File: src/sv/bchd_pkg.sv
package bchd_pkg;

  localparam int unsigned TimeW  = 32;
  localparam int unsigned ThreshW = 16;
  localparam int unsigned PhaseW = 3;
  localparam int unsigned KindW  = 2;
  localparam int unsigned CfgIdxW = 3;

  localparam logic [PhaseW-1:0] PH_IDLE        = 3'd0;
  localparam logic [PhaseW-1:0] PH_DEBOUNCE    = 3'd1;
  localparam logic [PhaseW-1:0] PH_PRESSED     = 3'd2;
  localparam logic [PhaseW-1:0] PH_WAIT_DOUBLE = 3'd3;
  localparam logic [PhaseW-1:0] PH_DEBOUNCE2   = 3'd4;
  localparam logic [PhaseW-1:0] PH_HOLDING     = 3'd5;
  localparam logic [PhaseW-1:0] PH_LATCHED     = 3'd6;

  localparam logic [KindW-1:0] EV_CLICK   = 2'd0;
  localparam logic [KindW-1:0] EV_DOUBLE  = 2'd1;
  localparam logic [KindW-1:0] EV_HOLD    = 2'd2;
  localparam logic [KindW-1:0] EV_RELEASE = 2'd3;

  localparam logic [CfgIdxW-1:0] REG_LATCHING_MODE       = 3'd0;
  localparam logic [CfgIdxW-1:0] REG_DEBOUNCE_TIME       = 3'd1;
  localparam logic [CfgIdxW-1:0] REG_HOLD_THRESHOLD      = 3'd2;
  localparam logic [CfgIdxW-1:0] REG_DOUBLE_CLICK_WINDOW = 3'd3;
  localparam logic [CfgIdxW-1:0] REG_HOLD_REPEAT_PERIOD  = 3'd4;

  localparam logic [ThreshW-1:0] DEBOUNCE_RST = 16'd50;
  localparam logic [ThreshW-1:0] HOLD_RST     = 16'd800;
  localparam logic [ThreshW-1:0] DOUBLE_RST   = 16'd300;
  localparam logic [ThreshW-1:0] REPEAT_RST   = 16'd200;

  typedef struct packed {
    logic               latching_mode;
    logic [ThreshW-1:0] debounce_time;
    logic [ThreshW-1:0] hold_threshold;
    logic [ThreshW-1:0] double_click_window;
    logic [ThreshW-1:0] hold_repeat_period;
  } bchd_cfg_t;

  typedef struct packed {
    logic             valid;
    logic [KindW-1:0] kind;
  } bchd_event_t;

  function automatic logic elapsed(input logic [TimeW-1:0] now,
                                   input logic [TimeW-1:0] since,
                                   input logic [ThreshW-1:0] limit);
    logic [TimeW-1:0] diff;
    diff = now - since;
    return diff >= {{(TimeW-ThreshW){1'b0}}, limit};
  endfunction

endpackage

File: src/sv/button_click_hold_detector.sv
// Button click / hold detector. Each input transaction is one poll of the
// button (pressed level and a wrapping millisecond timestamp) and yields zero
// or one event: click, double click, hold start or repeat, release after hold.
// One poll is accepted every cycle while in_stall is low. The result passes
// through the input register, loaded at the accepting edge, and then the event
// register, with the phase machine and its stamp compares in between. A stall
// while the event register holds a result holds both registers, and once the
// input register is also full it raises in_stall in the same cycle.
// Configuration registers take effect at once and must be written only with
// no poll in flight.
module button_click_hold_detector
  import bchd_pkg::*;
(
  input  logic               clk,
  input  logic               rst_n,
  input  logic               in_valid,
  output logic               in_stall,
  input  logic               in_button_down,
  input  logic [TimeW-1:0]   in_time_now,
  output logic               out_valid,
  input  logic               out_stall,
  output logic [KindW-1:0]   out_event_kind,
  input  logic               cfg_wr_en,
  input  logic [CfgIdxW-1:0] cfg_index,
  input  logic [ThreshW-1:0] cfg_wdata
);

  bchd_cfg_t   cfg;
  bchd_event_t ev;

  logic             s1_valid_r, s1_valid_nxt;
  logic             s1_down_r;
  logic [TimeW-1:0] s1_now_r;
  logic             out_valid_r, out_valid_nxt;
  logic [KindW-1:0] out_kind_r;
  logic             step;
  logic             in_take;

  bchd_cfg u_cfg (
    .clk       (clk),
    .rst_n     (rst_n),
    .cfg_wr_en (cfg_wr_en),
    .cfg_index (cfg_index),
    .cfg_wdata (cfg_wdata),
    .cfg       (cfg)
  );

  bchd_fsm u_fsm (
    .clk     (clk),
    .rst_n   (rst_n),
    .cfg     (cfg),
    .step    (step),
    .in_down (s1_down_r),
    .in_now  (s1_now_r),
    .ev      (ev)
  );

  assign step     = s1_valid_r && (!out_valid_r || !out_stall);
  assign in_stall = s1_valid_r && !step;
  assign in_take  = in_valid && !in_stall;

  always_comb begin
    s1_valid_nxt = in_take ? 1'b1 : (step ? 1'b0 : s1_valid_r);
    if (step) begin
      out_valid_nxt = ev.valid;
    end else if (!out_stall) begin
      out_valid_nxt = 1'b0;
    end else begin
      out_valid_nxt = out_valid_r;
    end
  end

  always_ff @(posedge clk) begin
    if (!rst_n) begin
      s1_valid_r  <= 1'b0;
      out_valid_r <= 1'b0;
    end else begin
      s1_valid_r  <= s1_valid_nxt;
      out_valid_r <= out_valid_nxt;
    end
  end

  always_ff @(posedge clk) begin
    if (in_take) begin
      s1_down_r <= in_button_down;
      s1_now_r  <= in_time_now;
    end
    if (step && ev.valid) begin
      out_kind_r <= ev.kind;
    end
  end

  assign out_valid      = out_valid_r;
  assign out_event_kind = out_kind_r;

endmodule

File: src/sv/bchd_cfg.sv
module bchd_cfg
  import bchd_pkg::*;
(
  input  logic               clk,
  input  logic               rst_n,
  input  logic               cfg_wr_en,
  input  logic [CfgIdxW-1:0] cfg_index,
  input  logic [ThreshW-1:0] cfg_wdata,
  output bchd_cfg_t          cfg
);

  bchd_cfg_t cfg_r;
  bchd_cfg_t cfg_nxt;

  always_comb begin
    cfg_nxt = cfg_r;
    if (cfg_wr_en) begin
      unique case (cfg_index)
        REG_LATCHING_MODE:       cfg_nxt.latching_mode       = cfg_wdata[0];
        REG_DEBOUNCE_TIME:       cfg_nxt.debounce_time       = cfg_wdata;
        REG_HOLD_THRESHOLD:      cfg_nxt.hold_threshold      = cfg_wdata;
        REG_DOUBLE_CLICK_WINDOW: cfg_nxt.double_click_window = cfg_wdata;
        REG_HOLD_REPEAT_PERIOD:  cfg_nxt.hold_repeat_period  = cfg_wdata;
        default: ;
      endcase
    end
  end

  always_ff @(posedge clk) begin
    if (!rst_n) begin
      cfg_r.latching_mode       <= 1'b0;
      cfg_r.debounce_time       <= DEBOUNCE_RST;
      cfg_r.hold_threshold      <= HOLD_RST;
      cfg_r.double_click_window <= DOUBLE_RST;
      cfg_r.hold_repeat_period  <= REPEAT_RST;
    end else begin
      cfg_r <= cfg_nxt;
    end
  end

  assign cfg = cfg_r;

endmodule

File: src/sv/bchd_fsm.sv
module bchd_fsm
  import bchd_pkg::*;
(
  input  logic             clk,
  input  logic             rst_n,
  input  bchd_cfg_t        cfg,
  input  logic             step,
  input  logic             in_down,
  input  logic [TimeW-1:0] in_now,
  output bchd_event_t      ev
);

  logic [PhaseW-1:0] phase_r, phase_nxt;
  logic [TimeW-1:0]  press_start_r, press_start_nxt;
  logic [TimeW-1:0]  last_down_r, last_down_nxt;
  logic [TimeW-1:0]  last_hold_r, last_hold_nxt;
  logic [TimeW-1:0]  release_r, release_nxt;
  logic              hit;
  logic [KindW-1:0]  kind;

  always_comb begin
    phase_nxt       = phase_r;
    press_start_nxt = press_start_r;
    last_down_nxt   = in_down ? in_now : last_down_r;
    last_hold_nxt   = last_hold_r;
    release_nxt     = release_r;
    hit             = 1'b0;
    kind            = EV_CLICK;
    if (cfg.latching_mode) begin
      unique case (phase_r)
        PH_IDLE: begin
          if (in_down) begin
            phase_nxt       = PH_DEBOUNCE;
            press_start_nxt = in_now;
          end
        end
        PH_DEBOUNCE: begin
          if (elapsed(in_now, press_start_r, cfg.debounce_time)) begin
            if (in_down) begin
              phase_nxt = PH_LATCHED;
              hit       = 1'b1;
            end else begin
              phase_nxt = PH_IDLE;
            end
          end
        end
        PH_LATCHED: begin
          if (!in_down && elapsed(in_now, last_down_nxt, cfg.debounce_time)) begin
            phase_nxt = PH_IDLE;
            hit       = 1'b1;
          end
        end
        default: phase_nxt = PH_IDLE;
      endcase
    end else begin
      unique case (phase_r)
        PH_IDLE: begin
          if (in_down) begin
            phase_nxt       = PH_DEBOUNCE;
            press_start_nxt = in_now;
          end
        end
        PH_DEBOUNCE: begin
          if (elapsed(in_now, press_start_r, cfg.debounce_time)) begin
            phase_nxt = in_down ? PH_PRESSED : PH_IDLE;
          end
        end
        PH_PRESSED: begin
          if (elapsed(in_now, last_down_nxt, cfg.debounce_time)) begin
            phase_nxt   = PH_WAIT_DOUBLE;
            release_nxt = in_now;
          end else if (elapsed(in_now, press_start_r, cfg.hold_threshold)) begin
            phase_nxt     = PH_HOLDING;
            last_hold_nxt = in_now;
            hit           = 1'b1;
            kind          = EV_HOLD;
          end
        end
        PH_WAIT_DOUBLE: begin
          if (in_down) begin
            phase_nxt       = PH_DEBOUNCE2;
            press_start_nxt = in_now;
          end else if (elapsed(in_now, release_r, cfg.double_click_window)) begin
            phase_nxt = PH_IDLE;
            hit       = 1'b1;
          end
        end
        PH_DEBOUNCE2: begin
          if (elapsed(in_now, press_start_r, cfg.debounce_time)) begin
            if (in_down) begin
              phase_nxt = PH_IDLE;
              hit       = 1'b1;
              kind      = EV_DOUBLE;
            end else begin
              phase_nxt = PH_WAIT_DOUBLE;
            end
          end
        end
        PH_HOLDING: begin
          if (elapsed(in_now, last_down_nxt, cfg.debounce_time)) begin
            phase_nxt = PH_IDLE;
            hit       = 1'b1;
            kind      = EV_RELEASE;
          end else if (elapsed(in_now, last_hold_r, cfg.hold_repeat_period)) begin
            last_hold_nxt = in_now;
            hit           = 1'b1;
            kind          = EV_HOLD;
          end
        end
        default: phase_nxt = PH_IDLE;
      endcase
    end
  end

  always_ff @(posedge clk) begin
    if (!rst_n) begin
      phase_r       <= PH_IDLE;
      press_start_r <= '0;
      last_down_r   <= '0;
      last_hold_r   <= '0;
      release_r     <= '0;
    end else if (step) begin
      phase_r       <= phase_nxt;
      press_start_r <= press_start_nxt;
      last_down_r   <= last_down_nxt;
      last_hold_r   <= last_hold_nxt;
      release_r     <= release_nxt;
    end
  end

  assign ev.valid = step && hit;
  assign ev.kind  = kind;

  a_latch_phases: assert property (@(posedge clk) disable iff (!rst_n)
    step && cfg.latching_mode |=>
      (phase_r == PH_IDLE || phase_r == PH_DEBOUNCE || phase_r == PH_LATCHED))
    else $error("latching mode left its phase set");

  a_down_stamp: assert property (@(posedge clk) disable iff (!rst_n)
    step && in_down |=> last_down_r == $past(in_now))
    else $error("down stamp not captured");

  a_release_idle: assert property (@(posedge clk) disable iff (!rst_n)
    ev.valid && ev.kind == EV_RELEASE |=> phase_r == PH_IDLE)
    else $error("release did not return to idle");

  a_double_src: assert property (@(posedge clk) disable iff (!rst_n)
    ev.valid && ev.kind == EV_DOUBLE |-> phase_r == PH_DEBOUNCE2 && in_down)
    else $error("double click from wrong phase");

  a_hold_stamp: assert property (@(posedge clk) disable iff (!rst_n)
    ev.valid && ev.kind == EV_HOLD |=> last_hold_r == $past(in_now))
    else $error("hold stamp not captured");

endmodule

File: config.mk
export PLATFORM = sky130hd
export DESIGN_NAME = button_click_hold_detector
export DESIGN_NICKNAME = d
export VERILOG_FILES = /design/src/sv/bchd_pkg.sv /design/src/sv/button_click_hold_detector.sv /design/src/sv/bchd_cfg.sv /design/src/sv/bchd_fsm.sv
export SDC_FILE = /design/constraint.sdc
export NUM_CORES = 1
export LEC_CHECK = 0
export BUFFER_PORTS_ARGS = -buffer_cell sky130_fd_sc_hd__buf_2
export CAP_MARGIN = 10
export CORE_ASPECT_RATIO = 1.2
export CORE_UTILIZATION = 60
export DETAILED_ROUTE_END_ITERATION = 10
export GPL_TIMING_DRIVEN = 0
export PLACE_DENSITY = 0.75
export SYNTH_ARGS = -nofsm -noshare
export SYNTH_HDL_FRONTEND = slang
export SYNTH_SLANG_ARGS = --single-unit
File: constraint.sdc
create_clock -name clk -period 7.4 [get_ports clk]
set_clock_uncertainty 0.15 [all_clocks]
set_input_delay 0 -clock clk [delete_from_list [all_inputs] [get_ports clk]]
set_output_delay 0 -clock clk [all_outputs]
set_load 0.005 [all_outputs]
==> reports/metrics.yaml <==
run_status:
  run_status: "finished, violations left"
  failed_checks: "DRC"
cts:
  cts_tree: "yes"
  htree_levels: 1
  clock_latency_ns: 0.57
  cts.sinks: 233
  cts_max_path_buffers: 3
  clock-root-buffer: "clkbuf_16"
  cts_inserted_buffers: 26
  path_clk_slew_ns: 0.06
floorplanning:
  rows: 71
  die_area_um2: 32800
  pin_count: 61
  initial_core_util: 0.612
  core_um2: 31400
  die_h_um: 198
  fp.dieW_um: 166
min_path:
  hp-start: "in_time_now[9]"
  holdPathEnd: "s1_now_r[9]$_DFFE_PP_"
  worstHoldPathCells: 2
  hp-class: "input pin to flop"
setup_path:
  cp.arrival_ns: 7.17
  worstSetupPathType: "flop to flop"
  r2r-start: "s1_down_r$_DFFE_PP_"
  endpoint_kind: "flop"
  r2r_end: "out_event_kind[0]$_SDFFCE_PP0P_"
  critical_path.startpoint_type: "flop"
  r2r_slack_ns: 0.32
  reg2reg_depth: 23
  worst-endpoint-required_ns: 7.49
  crit_fanout: 10
place:
  io_buffers: 60
  dp.final_hpwl_um: 47000
  gp_congestion: 1.03
  place_area_um2: 20100
timing:
  tightest_slew_ns: 1.01
  fin_crit_ns: 7.08
  relSlewSlack: 0.327
  min_period_over_period: 0.956
  fmax_mhz: 141
  rsz0062_at_grt: "false"
  report.final.slew_viol_count: 0
  finalHoldViolCount: 0
  setup_viol: 0
  whs_ns: 0.0121
final_layout:
  final_util: 0.697
  final_nets: 2853
  nFillCells: 2542
  drive_gt1_frac: 0.0633
  fin_area_um2: 21900
  syn_to_final_growth_pct: 13.8
  antenna_cells: 0
detailed_routing:
  drt_wl_total_um: 63400
  drc: 8
  wl_per_cell_um: 21.1
  viasPerCell: 6.31
  ant_nets: 0
  drt_first_pass_iters: 9
  drt_iter0_drc: 1485
  vias: 19000
yosys:
  synth_ff_type: "dfxtp_1"
  synth_top_cell_area_share: 0.206
  yosys_register_bits: 233
  syn_avg_cell_area_um2: 7.99
  synth-async-reset-ratio: 0
  yosys-top-cells-area: "dfxtp_1 21%, ha_1 13%, nand2_1 6.9%"
  synth_top_area_cell: "dfxtp_1"
  ys_types: 89
  synth_edf_count: 35
  synthesis.area_um2: 19200
  synthesis.nets: 2676
  synthCells: 2409
  ys_seq_area_frac: 0.261
  yosysWarnings: 0
pwr:
  p_total_mw: 3.88
  ir_drop_mv: 0.217
  p_leak_nw: 8.73
  power.density_nw_per_um2: 177
global_routing:
  grt_start_max_net_pins: 33
  grt_pass1_vias: 18400
  grt_util_all_layers: 0.386
  grt-ovfl-total: 0
  grt_pass1_wl_um: 97200
  antenna_found_initial: 1
job:
  maxCapViolCount: 0
[layout by cell type, fill, tap and decap left out, drive strengths merged, types with 7 or more instances in the layout]
cell type	synthesis	final
nand2	356	356
ha	206	206
dfxtp	198	198
inv	192	194
a21oi	180	180
clkbuf	89	122
mux2i	101	101
a21boi	97	97
buf	28	89
dlygate4sd3	0	88
nor2	85	85
o21ai	85	85
nor2b	81	81
nand3	55	55
a21o	46	46
nand4	44	44
o211ai	42	42
xor2	39	39
xnor2	37	37
edfxtp	35	35
o211a	34	34
o21a	30	30
nor3	27	27
a211oi	25	25
and3	23	23
nand2b	21	21
a211o	20	20
or3	19	19
a31oi	18	18
nor4	18	18
and2	17	17
o21bai	14	14
o2111ai	14	14
a2111oi	12	12
o31ai	10	10
and4	9	9
o221ai	7	7
[worst max path at each step]
stage / start / end / slack (ns)
after floorplan: s1_down_r$_DFFE_PP_ / out_event_kind[0]$_SDFFCE_PP0P_ / 1.02
after global placement: s1_down_r$_DFFE_PP_ / out_event_kind[1]$_SDFFCE_PP0P_ / -0.61
after detailed placement: s1_down_r$_DFFE_PP_ / out_event_kind[0]$_SDFFCE_PP0P_ / -0.69
after CTS: s1_down_r$_DFFE_PP_ / out_event_kind[0]$_SDFFCE_PP0P_ / 0.13
after global routing: s1_down_r$_DFFE_PP_ / out_event_kind[0]$_SDFFCE_PP0P_ / 0.01
final: s1_down_r$_DFFE_PP_ / out_event_kind[0]$_SDFFCE_PP0P_ / 0.32
[worst max-delay path: stages, from the launching register on]
cell and delay (ns):
edfxtp_1 0.58, clkbuf_4 0.38, clkbuf_4 0.33, mux2i_1 0.34
ha_1 0.34, a21oi_1 0.24, nand2_1 0.11, o21ai_2 0.31
nor2_1 0.09, nor2_1 0.16, o21ai_0 0.12, xor2_1 0.18
ha_1 0.30, a21oi_1 0.20, o22ai_1 0.09, or3_1 0.30
or3_1 0.43, nor4_4 0.29, nand4_1 0.11, or4_1 0.50
or4_1 0.47, nor4_4 0.33, o32ai_1 0.15, a21boi_1 0.24
[timing repair]
action / CTS / global route
buffers inserted: 0 / 0
gates resized for setup: 5 / 4
hold endpoints to repair: 136 / 0
hold buffers: 88 / 0
endpoints found under the setup margin: 68 / 64
[logic make-up (layout without fill, tap and decap cells)]
group / after synthesis / count (layout) / share of synthesized area
simple gates: 778 / 778 / 0.195
compound gates: 697 / 697 / 0.253
buf+inv: 309 / 506 / 0.0638
flops: 233 / 233 / 0.261
fa+ha+maj: 210 / 210 / 0.138
mux: 106 / 106 / 0.0555
xor+xnor: 76 / 76 / 0.0346
[state kept, by name, indices dropped and copies added (netlist names)]
| name | cells |
|---|---|
| s1_down_r | 1 |
| out_event_kind | 2 |
| u_fsm.press_start_r | 32 |
| s1_now_r | 32 |
| out_valid | 1 |
| u_cfg.cfg | 65 |
| s1_valid_r | 1 |
| u_fsm.release_r | 32 |
| u_fsm.last_down_r | 32 |
| u_fsm.last_hold_r | 32 |
| u_fsm.phase_r | 3 |
[power breakdown]
| part | internal (mW) | switching (mW) |
|---|---|---|
| clock | 0.853 | 0.569 |
| sequential | 1.32 | 0.0662 |
| combinational | 0.427 | 0.643 |
[routing by layer]
layer,routed length [µm],up-vias,GRT usage
li1,-,9056,-
met4,3540,0,0.202
met3,4630,209,0.0612
met2,30200,752,0.667
met1,24900,8947,0.455
met5,0,-,0
[area by class of cell]
type	instances	area [µm²]	area share
timing repair buffer	150	1210	0.0551
sequential	233	5010	0.229
clock inverter	15	211	0.00965
multi-input combinational	1867	13000	0.595
buffer	116	512	0.0234
clock buffer	33	708	0.0323
inverter	192	721	0.0329
tap	401	502	0.0229
[cell usage after synthesis (27+ instances only)]
cell type	number
a21o_1	46
o21a_1	30
o211ai_1	42
nand2_1	356
o21ai_0	74
dfxtp_1	198
xor2_1	39
o211a_1	34
nor3_1	27
nand4_1	44
xnor2_1	37
edfxtp_1	35
ha_1	206
inv_1	192
a21boi_0	92
nor2_1	85
mux2i_1	101
clkbuf_1	89
a21oi_1	178
nor2b_1	81
nand3_1	55
[metrics by stage]
stage,setup TNS [ns],setup slack [ns],cells
after floorplan,0,1.02,2409
after global placement,-21.67,-0.608,2870
after detailed placement,-24.62,-0.694,2872
after CTS,0,0.133,3008
after global routing,0,0.0110,3007
final,0,0.322,3007
No activity file was read; power rests on OpenSTA's default activity.
